**config.mk**
```make
export PLATFORM = sky130hd
export DESIGN_NAME = mbs_queue
export DESIGN_NICKNAME = d
export VERILOG_FILES = /design/src/design/mbs_pkg.sv /design/src/design/mbs_queue.sv
export SDC_FILE = /design/constraint.sdc
export NUM_CORES = 1
export LEC_CHECK = 0
export BUFFER_PORTS_ARGS = -buffer_cell sky130_fd_sc_hd__buf_4
export CAP_MARGIN = 20
export CORE_UTILIZATION = 51
export CTS_CLUSTER_SIZE = 20
export DETAILED_ROUTE_END_ITERATION = 12
export GPL_ROUTABILITY_DRIVEN = 0
export PLACE_DENSITY = 0.75
export RECOVER_POWER = 100
export SKIP_LAST_GASP = 1
export SLEW_MARGIN = 10
export SYNTH_ARGS = -nofsm -noshare
export SYNTH_HDL_FRONTEND = slang
export SYNTH_SLANG_ARGS = --single-unit
```
**constraint.sdc**
```tcl
create_clock -name clk -period 5 [get_ports clk]
set_clock_uncertainty 0.1 [all_clocks]
set_input_delay 0.5 -clock clk [delete_from_list [all_inputs] [get_ports clk]]
set_output_delay 0.5 -clock clk [all_outputs]
set_load 0.02 [all_outputs]
```
**src/design/mbs_pkg.sv**
```systemverilog
// Package for the masked beam spectrum block.
// Holds the item types, the queue command type and shared arithmetic helpers.
// Has no dependencies.
package mbs_pkg;

    localparam int QUEUE_DEPTH = 4;
    localparam logic [16:0] PROB_ONE = 17'd65536;

    typedef struct packed {
        logic               func;
        logic [4:0]         angle_index;
        logic [7:0]         bin_index;
        logic [2:0]         row_index;
        logic [2:0]         col_index;
        logic signed [23:0] sig_re;
        logic signed [23:0] sig_im;
        logic signed [23:0] noise_re;
        logic signed [23:0] noise_im;
        logic [16:0]        mask_prob;
        logic               last_element;
    } mbs_in_t;

    typedef struct packed {
        logic [4:0]  out_angle;
        logic [16:0] spec_value;
        logic        div_error;
        logic        last_angle;
    } mbs_out_t;

    typedef enum logic [1:0] {
        OP_NONE,
        OP_WEIGHT,
        OP_ACCUM
    } mbs_op_t;

    typedef struct packed {
        mbs_op_t            op;
        logic               emit;
        logic [4:0]         angle;
        logic [7:0]         bin;
        logic [2:0]         row;
        logic [2:0]         col;
        logic [31:0]        weight;
        logic signed [23:0] sr;
        logic signed [23:0] si;
        logic signed [23:0] nr;
        logic signed [23:0] ni;
        logic [16:0]        prob;
    } mbs_cmd_t;

    function automatic logic [15:0] sat16(input logic signed [23:0] v);
        logic [15:0] r;
        if (v > 24'sd32767)
        begin
            r = 16'h7fff;
        end
        else if (v < -24'sd32768)
        begin
            r = 16'h8000;
        end
        else
        begin
            r = v[15:0];
        end
        return r;
    endfunction

    function automatic logic signed [63:0] sat_add64(input logic signed [63:0] a,
                                                     input logic signed [63:0] b);
        logic signed [64:0] s;
        logic signed [63:0] r;
        s = {a[63], a} + {b[63], b};
        if (s[64] != s[63])
        begin
            r = s[64] ? {1'b1, 63'd0} : {1'b0, {63{1'b1}}};
        end
        else
        begin
            r = s[63:0];
        end
        return r;
    endfunction

endpackage

```
**src/design/mbs_queue.sv**
```systemverilog
// Short command queue between the front and back parts.
// Depends on mbs_pkg.
module mbs_queue (
    input  logic              clk,
    input  logic              rst_n,
    input  logic              push,
    input  mbs_pkg::mbs_cmd_t push_cmd,
    output logic              full,
    input  logic              pop,
    output logic              q_valid,
    output mbs_pkg::mbs_cmd_t q_cmd
);
    import mbs_pkg::*;

    localparam int PW = $clog2(QUEUE_DEPTH);

    mbs_cmd_t        mem_reg [QUEUE_DEPTH];
    logic [PW-1:0]   wr_ptr_reg;
    logic [PW-1:0]   rd_ptr_reg;
    logic [PW:0]     count_reg;
    logic [PW:0]     count_next;

    assign full    = (count_reg == (PW+1)'(QUEUE_DEPTH));
    assign q_valid = (count_reg != '0);
    assign q_cmd   = mem_reg[rd_ptr_reg];

    always_comb
    begin
        count_next = count_reg;
        if (push && !(pop && q_valid))
        begin
            count_next = count_reg + 1'b1;
        end
        else if (!push && pop && q_valid)
        begin
            count_next = count_reg - 1'b1;
        end
    end

    always_ff @(posedge clk or negedge rst_n)
    begin
        if (!rst_n)
        begin
            wr_ptr_reg <= '0;
            rd_ptr_reg <= '0;
            count_reg  <= '0;
        end
        else
        begin
            count_reg <= count_next;
            if (push)
            begin
                wr_ptr_reg <= wr_ptr_reg + 1'b1;
            end
            if (pop && q_valid)
            begin
                rd_ptr_reg <= rd_ptr_reg + 1'b1;
            end
        end
    end

    always_ff @(posedge clk)
    begin
        if (push)
        begin
            mem_reg[wr_ptr_reg] <= push_cmd;
        end
    end

endmodule

```
==> impl_metrics.ini <==
[die]
start_util = 0.516
die_w_microns = 221
num_rows = 80
die_area_sq_mm = 0.0491
core_area_sq_mm = 0.0476
fp.dieH_microns = 221
io_pins = 340

[yosys]
synth-edff-count = 668
ys.flop_type = edfxtp_1
ys_top_cells_by_area = edfxtp_1, mux4_2, dfrtp_1
synth_top_area_share = 0.816
synth_compound_area_frac = 0.00244
synth-async-reset-ratio = 0.0104
ys_types = 28
ys_top_cells_by_count = edfxtp_1, mux4_2, buf_2
muxShareOfSynthArea = 0.154
ys_seq_area_frac = 0.824
synth_nets = 1100
ys_warn_count = 0
yosys.area_share.simple = 0.00392
yosys.area_share.xor_xnor = 0.00143
avgSynthCellArea_sq_um = 26.6
synth_cells = 924
yosysTopAreaCell = edfxtp_1
synth-seq-cells = 675
synth_most_common_cell = edfxtp_1
synthAdderAreaFrac = 0.00285
synth_top_family_by_area = multiplexers
syn_area_sq_mm = 0.0246

[setup_path]
crit_chain = buf_4 > mux4_2 > clkbuf_1
critPathRequiredTime_ps = 4400
crit_slowest_cell = dfrtp_1
cpPeakStageDelay_ps = 1420
arrival_ps = 3320
cp-start-kind = flop
crit_type = flop to primary output
cp-end-kind = primary output
crit_buf_inv = 2
critPathMaxFanout = 38
path_delay_family = flip-flops

[final_layout]
largest_reg_flops = 668
multi_input_area_sq_mm = 0.00405
finalNetCount = 1647
final-seq-area_sq_mm = 0.0202
final_util = 0.634
area_growth_pct = 23.0
final.fill_count = 3373
fin_area_sq_mm = 0.0302
layout-drive-gt1-share = 0.184
finalNonFillerCells = 2137

[timing]
whs_ps = 94.8
maxSlewViolCount = 373
slew_headroom = -1.25
setup_slack_ps = 1080
layout_min_cycle_time_ps = 3920
clock.fmax_mhz = 255
rsz0062_at_grt = false
hold_viol_final = 0
setup_tns_ps = 0
setup_violations = 0
period_share = 0.783
max_slew.worst_pin.slew_ps = 3370

[routing]
drt-initial-drc-count = 737
avgRoutedWirePerCell_microns = 23.0
via_count = 11800
drc = 0
first_pass_iters = 5
wl_mm = 49.2
ant_nets = 0
vias_per_cell = 5.51

[pwr]
leakage_nw = 9.63
p_per_area_mw_per_mm2 = 596
ir_worst_vdd_mv = 0.392
p_total_mw = 18.0

[cts]
cts-hold-fix-buffers = 162
cts.repair.resized = 0
clock_sinks = 675
numCtsBuffers = 69
clk_path_buf_depth = 3
cts_max_level = 3
clock_latency_ps = 570
cts_tree = done
path_clk_slew_ps = 60
clockRootBuffer = clkbuf_16
post-cts-setup-buffers = 0

[place]
place_hpwl_mm = 27.5
dp_cells = 1853
dpl-instance-area_sq_mm = 0.0278
dp_slack_ps = 2440
io_buffers = 339

[global_routing]
antenna_found_initial = 3
gr-usage-met1 = 0.251
grt_pass1_vias = 12900
grt_max_degree = 110
grtUsageMet3 = 0.0590
grt_pass1_wl_mm = 75.0
grt.busiest_layer = met2
grt-ovfl-total = 0
grt_use_met2 = 0.351
grt_util_all_layers = 0.204

[status]
outcome = finished, violations left
violations = capacitance limit, slew limit

[run]
cap_violations = 6

[hold_path]
holdCritPathClass = input port to flop
metal layers:
metal  part of all wire  vias to the layer above  wire, microns
li1                   -                     5117              -
met1               0.39                     6209          19200
met2               0.52                      362          25500
met3              0.065                       88           3200
met4              0.026                        2           1290
met5            0.00020                        -             10
final cells by class:
class                           instances  share of cell area
Multi-Input combinational cell        205               0.134
Timing Repair Buffer                  518               0.102
Sequential cell                       675               0.669
Tap cell                              615              0.0255
Clock buffer                           85              0.0605
Antenna cell                            2            0.000166
Inverter                                2            0.000248
Clock inverter                         35             0.00865
kinds of logic (layout without fill, tap and decap cells):
kind of cell,count (synthesis),count (layout)
XOR/XNOR,4,4
other,0,2
flip-flops,675,675
buffers and inverters,44,640
adder cells (fa/ha/maj),5,5
AND/OR/NAND/NOR,18,18
AO/OA/AOI/OAI,9,9
multiplexers,169,169
worst paths after layout:
path	cells after the start	start	slack, ps	endpoint
worst min register to register	1	wr_ptr_reg[0]	450	wr_ptr_reg[0]
max in group asynchronous	2	rst_n	4170	rd_ptr_reg[1]
worst min-delay path	2	pop	90	count_reg[1]
worst max-delay path	3	rd_ptr_reg[1]	1080	q_cmd[94]
min in group asynchronous	2	rst_n	320	count_reg[0]
worst max register to register	4	wr_ptr_reg[1]	1160	mem_reg[1][73]
power by group:
group	internal (mW)	switching [mW]	total (mW)
Combinational	2.01	3.46	5.47
Sequential	7.45	0.310	7.76
Clock	2.79	1.99	4.78
cell usage in the layout, fill, tap and decap left out, types with 2 or more instances in the layout:
| cell type | synthesis | layout |
|---|---|---|
| inv_1 | 2 | 2 |
| edfxtp_1 | 668 | 668 |
| nand2_1 | 4 | 4 |
| xor2_1 | 2 | 2 |
| buf_4 | 0 | 11 |
| diode_2 | 0 | 2 |
| nor2_1 | 3 | 3 |
| clkinv_2 | 0 | 16 |
| clkbuf_1 | 9 | 351 |
| dfrtp_1 | 7 | 7 |
| ha_1 | 4 | 4 |
| bufinv_16 | 0 | 4 |
| buf_12 | 0 | 4 |
| o21ai_0 | 3 | 3 |
| xnor2_1 | 2 | 2 |
| dlygate4sd3_1 | 0 | 162 |
| mux2i_1 | 2 | 2 |
| and2_0 | 0 | 2 |
| and2_4 | 0 | 2 |
| clkinv_1 | 0 | 14 |
| clkbuf_16 | 0 | 71 |
| nand2b_1 | 2 | 2 |
| clkbuf_2 | 0 | 4 |
| mux4_2 | 167 | 167 |
No activity file was read; power rests on OpenSTA's default activity.
