<file path="src/design/mbs_pkg.sv">
// Package for the masked beam spectrum block.
// Holds the item types, the queue command type and shared arithmetic helpers.
// Has no dependencies.
package mbs_pkg;

    localparam int QUEUE_DEPTH = 4;
    localparam logic [16:0] PROB_ONE = 17'd65536;

    typedef struct packed {
        logic               func;
        logic [4:0]         angle_index;
        logic [7:0]         bin_index;
        logic [2:0]         row_index;
        logic [2:0]         col_index;
        logic signed [23:0] sig_re;
        logic signed [23:0] sig_im;
        logic signed [23:0] noise_re;
        logic signed [23:0] noise_im;
        logic [16:0]        mask_prob;
        logic               last_element;
    } mbs_in_t;

    typedef struct packed {
        logic [4:0]  out_angle;
        logic [16:0] spec_value;
        logic        div_error;
        logic        last_angle;
    } mbs_out_t;

    typedef enum logic [1:0] {
        OP_NONE,
        OP_WEIGHT,
        OP_ACCUM
    } mbs_op_t;

    typedef struct packed {
        mbs_op_t            op;
        logic               emit;
        logic [4:0]         angle;
        logic [7:0]         bin;
        logic [2:0]         row;
        logic [2:0]         col;
        logic [31:0]        weight;
        logic signed [23:0] sr;
        logic signed [23:0] si;
        logic signed [23:0] nr;
        logic signed [23:0] ni;
        logic [16:0]        prob;
    } mbs_cmd_t;

    function automatic logic [15:0] sat16(input logic signed [23:0] v);
        logic [15:0] r;
        if (v > 24'sd32767)
        begin
            r = 16'h7fff;
        end
        else if (v < -24'sd32768)
        begin
            r = 16'h8000;
        end
        else
        begin
            r = v[15:0];
        end
        return r;
    endfunction

    function automatic logic signed [63:0] sat_add64(input logic signed [63:0] a,
                                                     input logic signed [63:0] b);
        logic signed [64:0] s;
        logic signed [63:0] r;
        s = {a[63], a} + {b[63], b};
        if (s[64] != s[63])
        begin
            r = s[64] ? {1'b1, 63'd0} : {1'b0, {63{1'b1}}};
        end
        else
        begin
            r = s[63:0];
        end
        return r;
    endfunction

endpackage

</file>
<file path="src/design/mbs_front.sv">
// Front part: accepts input items and classifies them into queue commands.
// Depends on mbs_pkg.
module mbs_front #(
    parameter int ANGLES   = 32,
    parameter int BINS     = 256,
    parameter int CHANNELS = 8
) (
    input  logic              in_valid,
    output logic              in_ready,
    input  mbs_pkg::mbs_in_t  in_data,
    input  logic [3:0]        channel_count,
    input  logic              q_full,
    output logic              q_push,
    output mbs_pkg::mbs_cmd_t q_cmd
);
    import mbs_pkg::*;

    logic [4:0] nc;
    logic       wt_ok;
    logic       acc_ok;

    always_comb
    begin
        if (channel_count == 4'd0)
        begin
            nc = 5'd1;
        end
        else if (32'(channel_count) > CHANNELS)
        begin
            nc = 5'(CHANNELS);
        end
        else
        begin
            nc = {1'b0, channel_count};
        end
    end

    assign wt_ok  = (32'(in_data.angle_index) < ANGLES) && (32'(in_data.bin_index) < BINS)
                    && (32'(in_data.row_index) < CHANNELS);
    assign acc_ok = ({2'b00, in_data.row_index} < nc) && ({2'b00, in_data.col_index} < nc)
                    && (32'(in_data.bin_index) < BINS);

    assign in_ready = !q_full;
    assign q_push   = in_valid && !q_full;

    always_comb
    begin
        q_cmd.emit   = in_data.func && in_data.last_element;
        q_cmd.angle  = in_data.angle_index;
        q_cmd.bin    = in_data.bin_index;
        q_cmd.row    = in_data.row_index;
        q_cmd.col    = in_data.col_index;
        q_cmd.weight = {sat16(in_data.sig_im), sat16(in_data.sig_re)};
        q_cmd.sr     = in_data.sig_re;
        q_cmd.si     = in_data.sig_im;
        q_cmd.nr     = in_data.noise_re;
        q_cmd.ni     = in_data.noise_im;
        q_cmd.prob   = (in_data.mask_prob > PROB_ONE) ? PROB_ONE : in_data.mask_prob;
        if (!in_data.func)
        begin
            q_cmd.op = wt_ok ? OP_WEIGHT : OP_NONE;
        end
        else
        begin
            q_cmd.op = acc_ok ? OP_ACCUM : OP_NONE;
        end
    end

endmodule

</file>
<file path="config.mk">
export PLATFORM = sky130hd
export DESIGN_NAME = mbs_front
export DESIGN_NICKNAME = d
export VERILOG_FILES = /design/src/design/mbs_pkg.sv /design/src/design/mbs_front.sv
export SDC_FILE = /design/constraint.sdc
export NUM_CORES = 1
export LEC_CHECK = 0
export ABC_AREA = 0
export BUFFER_PORTS_ARGS = -buffer_cell sky130_fd_sc_hd__buf_2
export CAP_MARGIN = 20
export CORE_AREA = 2 2 120 122
export DETAILED_ROUTE_END_ITERATION = 7
export DIE_AREA = 0 0 122 124
export PLACE_DENSITY = 0.48
export SETUP_SLACK_MARGIN = 0.1
export SLEW_MARGIN = 20
export SYNTH_ARGS = -nofsm -noshare
export SYNTH_HDL_FRONTEND = slang
export SYNTH_SLANG_ARGS = --single-unit
</file>
<file path="constraint.sdc">
create_clock -name vclk -period 1.2
set_clock_uncertainty 0.05 [all_clocks]
set_input_delay 0.06 -clock vclk [all_inputs]
set_output_delay 0.06 -clock vclk [all_outputs]
set_load 0.01 [all_outputs]
</file>
==> results of run 1 <==
## path summary, 6_finish.rpt
kind | slack (ns) | to | start
max | -0.12 | q_cmd[166] | channel_count[3]
min | 0.07 | q_cmd[151] | in_data[120]
## timing repair
action / CTS / global route
setup endpoints to repair: 40 / 40
gates cloned: 2 / 0
pin swaps: 17 / 15
gates resized for setup: 72 / 8
setup buffers: 2 / 1
## final cells by class
type / instances / area (um^2)
multi-input cells: 109 / 1140
repair buffers: 201 / 1210
well taps: 180 / 225
fillers: 1571 / 11100
inverters: 4 / 15.0
## cell usage after synthesis
cell type | instances | share of area, %
a2bb2oi_2 | 6 | 4.9
nand2_1 | 4 | 0.82
nor4_2 | 2 | 1.4
nor4_4 | 2 | 2.3
nand2b_1 | 2 | 0.69
nand3_1 | 30 | 8.2
o21ai_0 | 1 | 0.27
o41ai_1 | 1 | 0.48
a21oi_1 | 2 | 0.55
ha_1 | 4 | 2.7
buf_4 | 118 | 49
nor4_1 | 4 | 1.4
o21bai_1 | 1 | 0.41
a211o_1 | 1 | 0.48
nor2b_1 | 16 | 5.5
inv_1 | 4 | 0.82
buf_2 | 4 | 1.1
and2_1 | 1 | 0.34
buf_6 | 3 | 1.9
clkbuf_1 | 7 | 1.4
and4_1 | 4 | 1.9
a41oi_4 | 1 | 1.5
a2bb2oi_1 | 24 | 12
nor2_1 | 1 | 0.21
nor2b_2 | 1 | 0.48
## metrics by stage
| step | power [uW] | area (um^2) | setup TNS (ns) | std cells |
|---|---|---|---|---|
| after floorplan | 634 | 1840 | 0 | 244 |
| after global placement | 704 | 2140 | -0.249 | 489 |
| after detailed placement | 712 | 2140 | -0.337 | 489 |
| after CTS | 830 | 2540 | -0.165 | 493 |
| after global routing | 902 | 2590 | -0.638 | 494 |
| final | 836 | 2590 | -0.120 | 494 |
## power groups by stage
stage	clock, uW	combinational (uW)	sequential [uW]
2_1_floorplan	0	634	0
3_3_place_gp	0	704	0
3_5_place_dp	0	712	0
4_1_cts	0	830	0
5_1_grt	0	902	0
6_report	0	836	0
## logic make-up (layout without fill, tap and decap cells)
family / count (synthesis) / after routing
AOI/OAI and AO/OA: 37 / 38
buffers and inverters: 136 / 205
and+or+nand+nor: 67 / 67
adders and majority gates: 4 / 4
## metal layers
layer  global-route usage (%)  vias up  wire, um
met5                        0        -         0
met4                     1.58        0       116
met3                     1.24       22       651
met2                     14.2      129      3550
met1                     8.42      872      2380
li1                         -      871         -
==> qor.yml, run 1 <==
outcome:
  outcome: "finished, violations left"
  failed_checks: "negative setup slack"
drt:
  ant_nets: 0
  first_pass_iters: 4
  vias: 1894
  drt-wirelength-per-cell_um: 13.6
  drt-vias-per-instance: 3.83
  drcViolationCount: 0
  routed_wl_um: 6690
  first_iter_violations: 7
grt:
  grt_pass1_wl_um: 9050
  grt_max_degree: 18
  grt.overflow.total: 0
  grt_pass1_vias: 1728
  antenna_found_initial: 0
  grt.total_usage_pct: 7.35
placement:
  place_ws_ns: -0.249
  dp_hpwl_um: 5760
  gp_congestion: 0.680
  place.port_buffers: 187
synth:
  synthSimpleGateAreaFrac_pct: 23.3
  yosysUniqueCellTypes: 25
  synth_mux_area_share_pct: 0
  ys_seq_area_share_pct: 0
  synth-xor-area-share_pct: 0
  synthAdderAreaFrac_pct: 2.75
  synth_nets: 388
  avgSynthCellArea_um2: 7.47
  synth_cells: 244
  netlist_area_um2: 1820
  synth_top_family_by_area: "buffers and inverters"
  yosysWarnings: 0
  synth_compound_area_share_pct: 20.2
worst_setup_path:
  max_stage_delay_ns: 0.29
  crit_chain: "buf_6, nand2b_4, ha_4, a211o_1, o41ai_4, buf_2"
  path_class: "primary input to primary output"
  crit_cells: 6
  crit_arrival_ns: 1.21
  cp.buffers_inverters: 2
  crit_path_start_kind: "primary input"
  slowest_stage: "a211o_1"
  endpoint_kind: "primary output"
  cp_max_fo: 3
  crit_required_ns: 1.09
  cp_top_family: "compound AO/OA/AOI/OAI gates"
power_and_ir_drop:
  p_clk_share_pct: 0
  p_int_uw: 412
  p_sw_share_pct: 50.8
  ir_drop_uv: 108
  pwr-share-seq_pct: 0
  power.switching_uw: 425
  leakagePower_uw: 0.00118
  power.density_nw_per_um2: 322
  power_frac_comb_pct: 100.0
floorplan:
  rows: 43
  core_um2: 13700
  die_width_um: 122
  ioPinCount: 309
  die_height_um: 124
  dieArea_um2: 15100
  start_util_pct: 13.3
sta:
  fin_crit_sh_pct: 110
  setup_violations: 2
  fin_crit_ns: 1.32
  whs_ns: 0.0700
  slew_headroom_pct: 66.8
  fin_ws_ns: -0.119
  fmax_mhz: 758
  finalHoldViolations: 0
  final_max_slew_viol_count: 0
  worst_pin_slew_ns: 0.498
  rsz0062_at_grt: "true"
job:
  maxCapViolCount: 0
hold_path:
  hold_path_class: "primary input to primary output"
  worstHoldPathCells: 0
cells_and_area:
  nClkBuffers: 0
  diodes: 0
  regArea_um2: 0
  n_sequential_cell: 0
  layout_commonest_cell: "buf_2"
  utilization_pct: 18.9
  area_delta_synth_final_pct: 42.3
  fin_nets: 460
  final_cell_mix: "171 x buf_2, 30 x nand3_1, 29 x a2bb2oi_2"
  drive_above_1_share_pct: 79.6
clock_network:
  hold_buffers: 0
No activity file was read; power rests on OpenSTA's default activity.
==> run 2: changes to the inputs <==
--- a/config.mk
+++ b/config.mk
@@ -12,7 +12,6 @@
 export DETAILED_ROUTE_END_ITERATION = 7
 export DIE_AREA = 0 0 122 124
 export PLACE_DENSITY = 0.48
-export SETUP_SLACK_MARGIN = 0.1
 export SLEW_MARGIN = 20
 export SYNTH_ARGS = -nofsm -noshare
 export SYNTH_HDL_FRONTEND = slang
==> run 2 against run 1 <==
The run still ends with negative setup slack left. Flip-flop and latch count stayed put. Cell area shrank 5.9%. Non-clock buffer count is 3 lower. Largest cell class unchanged. Critical endpoint unchanged. Routed wire length fell by 13%. Sequential share of layout area is the same. Combinational power fell by 7.4%. Global-route usage fell by 1.3 points. Highest routed layer unchanged. First-iteration DRC count rose to 7.9 times the previous value. Critical path depth unchanged.
==> qor.yml, run 2 (same netlist as run 1, synthesis figures left out) <==
drt:
  drt-vias-per-instance: 3.84  # about the same
  first_pass_iters: 4  # unchanged
  wl_met2_um: 3020  # -15%
  routed_wl_um: 5830  # -13%
  ant_nets: 0  # unchanged
  met3WireLength_um: 559  # -14%
  highest_layer: "met4"
  wl_met1_um: 2110  # -11%
  drcViolationCount: 0  # unchanged
  vias: 1884  # -0.53%
  drt-wirelength-per-cell_um: 11.9  # -12%
  first_iter_violations: 55  # +48
cells_and_area:
  utilization_pct: 17.8  # -1.1 points
  drive_above_1_share_pct: 74.6  # -5.0 points
  nClkBuffers: 0  # unchanged
  regArea_um2: 0  # unchanged
  layout_commonest_cell: "buf_2"
  area_delta_synth_final_pct: 33.9
  final_cell_mix: "175 x buf_2, 30 x nand3_1, 16 x nor2b_1"
  diodes: 0  # unchanged
  n_sequential_cell: 0  # unchanged
  fin_nets: 457  # -0.65%
sta:
  fin_crit_sh_pct: 111  # +0.77 points
  finalHoldViolations: 0  # unchanged
  slew_headroom_pct: 73.3  # +6.5 points
  worst_pin_slew_ns: 0.400  # -0.0980 ns
  final_max_slew_viol_count: 0  # unchanged
  whs_ns: 0.0700  # -0.000000100 ns
  fin_ws_ns: -0.128  # -0.00923 ns
  fin_crit_ns: 1.33  # +0.00923 ns
  rsz0062_at_grt: "true"
  fmax_mhz: 753  # -0.70%
  setup_violations: 1  # -1
grt:
  antenna_found_initial: 0  # unchanged
  grt_max_degree: 18  # unchanged
  grt_pass1_wl_um: 7750  # -14%
  grt.overflow.total: 0  # unchanged
  grt.total_usage_pct: 6.01  # -1.3 points
  grt_pass1_vias: 1628  # -5.8%
power_and_ir_drop:
  power.density_nw_per_um2: 317  # -1.6%
  leakagePower_uw: 0.00116  # -2.0%
  ir_drop_uv: 116  # +7.3%
hold_path:
  hold_path_class: "primary input to primary output"
  worstHoldPathCells: 0  # unchanged
worst_setup_path:
  cp_max_fo: 3  # unchanged
  crit_start: "channel_count[3]"
  crit_end: "q_cmd[166]"
  crit_path_start_kind: "primary input"
  crit_required_ns: 1.09  # about the same
  endpoint_kind: "primary output"
  path_class: "primary input to primary output"
  crit_arrival_ns: 1.22  # about the same
floorplan:
  core_um2: 13700  # unchanged
  die_height_um: 124  # unchanged
  die_width_um: 122  # unchanged
  ioPinCount: 309  # unchanged
  dieArea_um2: 15100  # unchanged
  start_util_pct: 13.3  # unchanged
  rows: 43  # unchanged
clock_network:
  hold_buffers: 0  # unchanged
outcome:
  failed_checks: "negative setup slack"
  outcome: "finished, violations left"
placement:
  place_ws_ns: -0.183  # +0.0669 ns
  place.port_buffers: 187  # unchanged
  dp_hpwl_um: 4840  # -16%
  gp_congestion: 0.740  # +8.9%
job:
  maxCapViolCount: 0  # unchanged
[run 2: cell count changes in the layout (fill, tap and decap cells not counted), moves of 3 or more]
cell       previous run  this run
a2bb2oi_2            29        15
buf_4                 7         4
buf_2               171       175
a2bb2oi_1             1        15
buf_8                 5         1
[run 2: cell type report]
| cell class | instances | area (um^2) |
|---|---|---|
| Fill cell | 1573 | 11300 |
| Timing Repair Buffer | 198 | 1160 |
| Multi-Input combinational cell | 109 | 1040 |
| Tap cell | 180 | 225 |
| Inverter | 4 | 15.0 |
[run 2: report_power, final]
group | switching, uW | internal (uW) | total (uW)
Sequential | 0 | 0 | 0
Clock | 0 | 0 | 0
Combinational | 396 | 378 | 774
[run 2: worst max-delay path, stage by stage]
cell	delay, ns
buf_6	0.10
nand2b_4	0.14
ha_4	0.22
a211o_1	0.26
o41ai_2	0.26
buf_2	0.18
[run 2: through the flow]
| stage | instance area (um^2) | TNS (ns) | power [uW] | std cells |
|---|---|---|---|---|
| 6_report | 2440 | -0.128 | 774 | 491 |
| 2_1_floorplan | 1830 | 0 | 627 | 244 |
| 3_3_place_gp | 2130 | -0.207 | 685 | 488 |
| 3_5_place_dp | 2130 | -0.338 | 693 | 488 |
| 5_1_grt | 2440 | -0.606 | 842 | 491 |
| 4_1_cts | 2180 | -0.130 | 715 | 488 |
[run 2: layer usage]
metal / global-route usage (%) / vias up
li1: - / 868
met1: 6.77 / 855
met2: 11.6 / 139
met3: 1.05 / 22
met4: 1.51 / 0
met5: 0 / -
[run 2: worst min-delay path by stage]
stage                 start    endpoint  slack (ns)
6_report        in_data[28]   q_cmd[27]        0.07
5_1_grt        in_data[131]  q_cmd[162]        0.07
4_1_cts        in_data[132]  q_cmd[163]        0.07
3_5_place_dp   in_data[132]  q_cmd[163]        0.07
3_3_place_gp   in_data[132]  q_cmd[163]        0.07
2_1_floorplan        q_full    in_ready        0.11
[run 2: repair_timing]
item	CTS	global route
setup buffers	0	0
resized for setup	7	50
hold endpoints to repair	0	0
pin swaps	0	12
gates cloned	0	3
setup endpoints to repair	12	38
